$ cat config.mk
export PLATFORM = sky130hd
export DESIGN_NAME = p2fla_ram
export DESIGN_NICKNAME = d
export VERILOG_FILES = /design/src/sv/p2fla_ram.sv
export SDC_FILE = /design/constraint.sdc
export NUM_CORES = 1
export LEC_CHECK = 0
export ABC_CLOCK_PERIOD_IN_PS = 3100
export BUFFER_PORTS_ARGS = -buffer_cell sky130_fd_sc_hd__buf_4
export CORE_MARGIN = 3
export CORE_UTILIZATION = 55
export DETAILED_ROUTE_END_ITERATION = 10
export HOLD_SLACK_MARGIN = 0.06
export PLACE_DENSITY_LB_ADDON = 0.15
export SETUP_SLACK_MARGIN = 0.02
export SYNTH_ARGS = -nofsm -noshare
export SYNTH_HDL_FRONTEND = slang
export SYNTH_SLANG_ARGS = --single-unit
$ cat constraint.sdc
create_clock -name clk -period 3.1 [get_ports clk]
set_input_delay 0 -clock clk [delete_from_list [all_inputs] [get_ports clk]]
set_output_delay 0 -clock clk [all_outputs]
set_load 0.01 [all_outputs]
$ cat src/sv/p2fla_ram.sv
module p2fla_ram #(
    parameter int WIDTH = 8,
    parameter int DEPTH = 16,
    localparam int AW = (DEPTH > 1) ? $clog2(DEPTH) : 1
) (
    input  logic             clk,
    input  logic             we,
    input  logic [AW-1:0]    waddr,
    input  logic [WIDTH-1:0] wdata,
    input  logic [AW-1:0]    raddr,
    output logic [WIDTH-1:0] rdata
);

    logic [WIDTH-1:0] mem [DEPTH];

    always_ff @(posedge clk)
    begin
        if (we)
        begin
            mem[waddr] <= wdata;
        end
        rdata <= mem[raddr];
    end

endmodule

==> flow_summary.toml <==
[power]
ir_drop_mv = 0.443
p_per_area_mw_per_mm2 = 691
cellLeakagePower_nw = 2.07
finalPower_mw = 4.24

[grt]
grt_max_degree = 33
grt_use_total_pct = 20.8
overflow = 0
grt_pass1_wl_mm = 15.2
grt_pass1_vias = 2552
antenna_found_initial = 0

[flow_run]
drv_cap = 0

[detailed_routing]
avgRoutedWirePerCell_microns = 24.2
drtIter0Drc = 225
num_vias = 2445
routed_wl_mm = 9.73
ant_nets = 0
drt_pass1_iterations = 5
drc = 0
viasPerCell = 6.08

[hold_path]
holdPathEnd = "rdata[0]"
min_path_cells = 4
hp-class = "input pin to flop"
holdCritStartpoint = "raddr[2]"

[clock_network]
ctsHoldBuffers = 13
post_cts_resize_count = 0
cts_buffers = 17
clock-sinks = 136
cts_buffer_depth = 2
tritoncts = "built"
htree_levels = 4
cts_setup_buffers = 0
cts_root_buf = "clkbuf_8"
clock_latency_ns = 0.50
clk_pin_slew_ns = 0.06

[synth]
yosys-top-cells-area = "edfxtp_1 75%, mux4_2 7.9%, mux4_1 7.1%, dfxtp_1 3.1%, a22oi_1 2.3%"
yosysTopAreaCellShare_pct = 74.7
syn_nets = 247
avgSynthCellArea_sq_um = 22.5
synth_edf_count = 128
yosys_warnings = 0
synth_area_sq_mm = 0.00515
async_reset_ff_share_pct = 0
synth_top_area_cell = "edfxtp_1"
ys_types = 19
yosysMostFrequentCell = "edfxtp_1"
ys_top_cells_by_count = "128 x edfxtp_1, 18 x mux4_2, 16 x a22oi_1"
synth_seq_cells = 136
synthCells = 229
synth-seq-area-share_pct = 77.8
synth_ff_type = "edfxtp_1"

[final_layout]
multi_input_area_sq_mm = 0.00106
seqCellArea_sq_mm = 0.00400
post_route_cells_drive_above_1_share_pct = 27.2
fill_cells = 534
antenna_cells = 0
area_delta_synth_final_pct = 19.3
final_cells = 402
fin_nets = 299

[setup_path]
cp.required_ns = 3.55
r2r_cells = 3
setup.worst_path.end_class = "flop"
rrSetupSlack_ns = 1.81
regToRegEndpoint = "rdata[6]"
cp_max_fo = 8
critPathLaunchType = "input pin"
worst_ep_arrival_time_ns = 2.05
path_class = "input pin to flop"
regToRegStartpoint = "mem[7][6]"

[sta]
worstMarginPinSlew_ns = 1.09
hold_viol = 0
hold_ws_ns = 0.0764
rsz0062_at_grt = "false"
period_needed_ns = 1.61
finalSetupTns_ns = 0
finClkSkew_ns = 0.00422
relSlewSlack_pct = 26.9
fmax_ghz = 0.622
setup_viol = 0
setup_slack_ns = 1.49
slew_violations = 0
timing.final.crit_share_pct = 51.9

[floorplanning]
core-area_sq_mm = 0.00889
dieArea_sq_mm = 0.0106
pin_count = 26
rows = 34
die_w_microns = 103
start_util_pct = 57.9
die_h_microns = 103

[placed_design]
dp.final_hpwl_mm = 5.81
dp_slack_ns = 1.35
portBuffers = 25
gp_congestion = 0.753
dp_cells = 357

[run_status]
run_status = "completed"
[cell usage in the layout, fill, tap and decap left out]
master	count
edfxtp_1	128
buf_4	30
mux4_2	18
a22oi_1	16
clkbuf_16	16
mux4_1	14
nor2_1	13
dlygate4sd3_1	13
nand2_1	9
dfxtp_1	8
clkinvlp_4	5
nor3_1	4
bufinv_16	3
inv_6	3
nand3b_1	2
nand2b_1	2
clkinv_2	2
nor2b_1	1
and2_1	1
and2b_1	1
nand3_1	1
or3b_2	1
clkbuf_8	1
clkinv_4	1
clkinv_1	1
[flip-flops by register name, indices dropped and copies added (netlist names)]
register and count:
mem 128, rdata 8
[critical path, stage by stage]
cell           delay [ns]
dlygate4sd3_1        0.53
buf_4                0.14
nor2_1               0.53
dlygate4sd3_1        0.68
a22oi_1              0.09
nand2_1              0.08
[metal layers]
metal	up-vias	track usage, %	share of wire (%)
met5	-	0	0
met2	100	30.5	47
met1	1258	31.6	45
met3	7	5.55	6.2
met4	0	5.88	1.1
li1	1080	-	-
[cell families (layout without fill, tap and decap cells)]
| logic type | after synthesis | count (layout) | synth area share, % |
|---|---|---|---|
| muxes | 32 | 32 | 15.0 |
| buffers and inverters | 10 | 75 | 1.68 |
| AOI/OAI and AO/OA | 16 | 16 | 2.33 |
| DFF | 136 | 136 | 77.8 |
| and+or+nand+nor | 35 | 35 | 3.18 |
[stage by stage]
| stage | utilization (%) | cell area (sq um) |
|---|---|---|
| finish | 69.1 | 6140 |
| global route | 69.1 | 6140 |
| CTS | 69.1 | 6140 |
| detailed placement | 61.0 | 5420 |
| global placement | 61.0 | 5420 |
| floorplan | - | 5150 |
[worst max path at each step]
stage	cells past startpoint	slack, ns	startpoint	end
after detailed placement	3	1.35	waddr[3]	mem[4][2]
after CTS	4	1.48	waddr[1]	mem[13][2]
after floorplan	2	1.61	waddr[2]	mem[0][0]
final	6	1.49	raddr[3]	rdata[2]
after global placement	3	1.43	waddr[3]	mem[4][5]
after global routing	6	1.43	raddr[3]	rdata[2]
[layout make-up]
cell class / count / share of cell area, %
clock buffer: 17 / 6.74
clock inverter: 15 / 2.87
multi-input combinational: 83 / 17.2
sequential: 136 / 65.2
tap: 108 / 2.20
timing repair buffer: 43 / 5.79
[report_power, final]
part           internal, mW  leakage, nW  switching, mW
Combinational        0.0968        0.576          0.110
Clock                  1.23        0.275          0.741
Sequential             2.06         1.22         0.0128
Total                  3.38         2.07          0.863
Power figures use the tool's default switching activity.
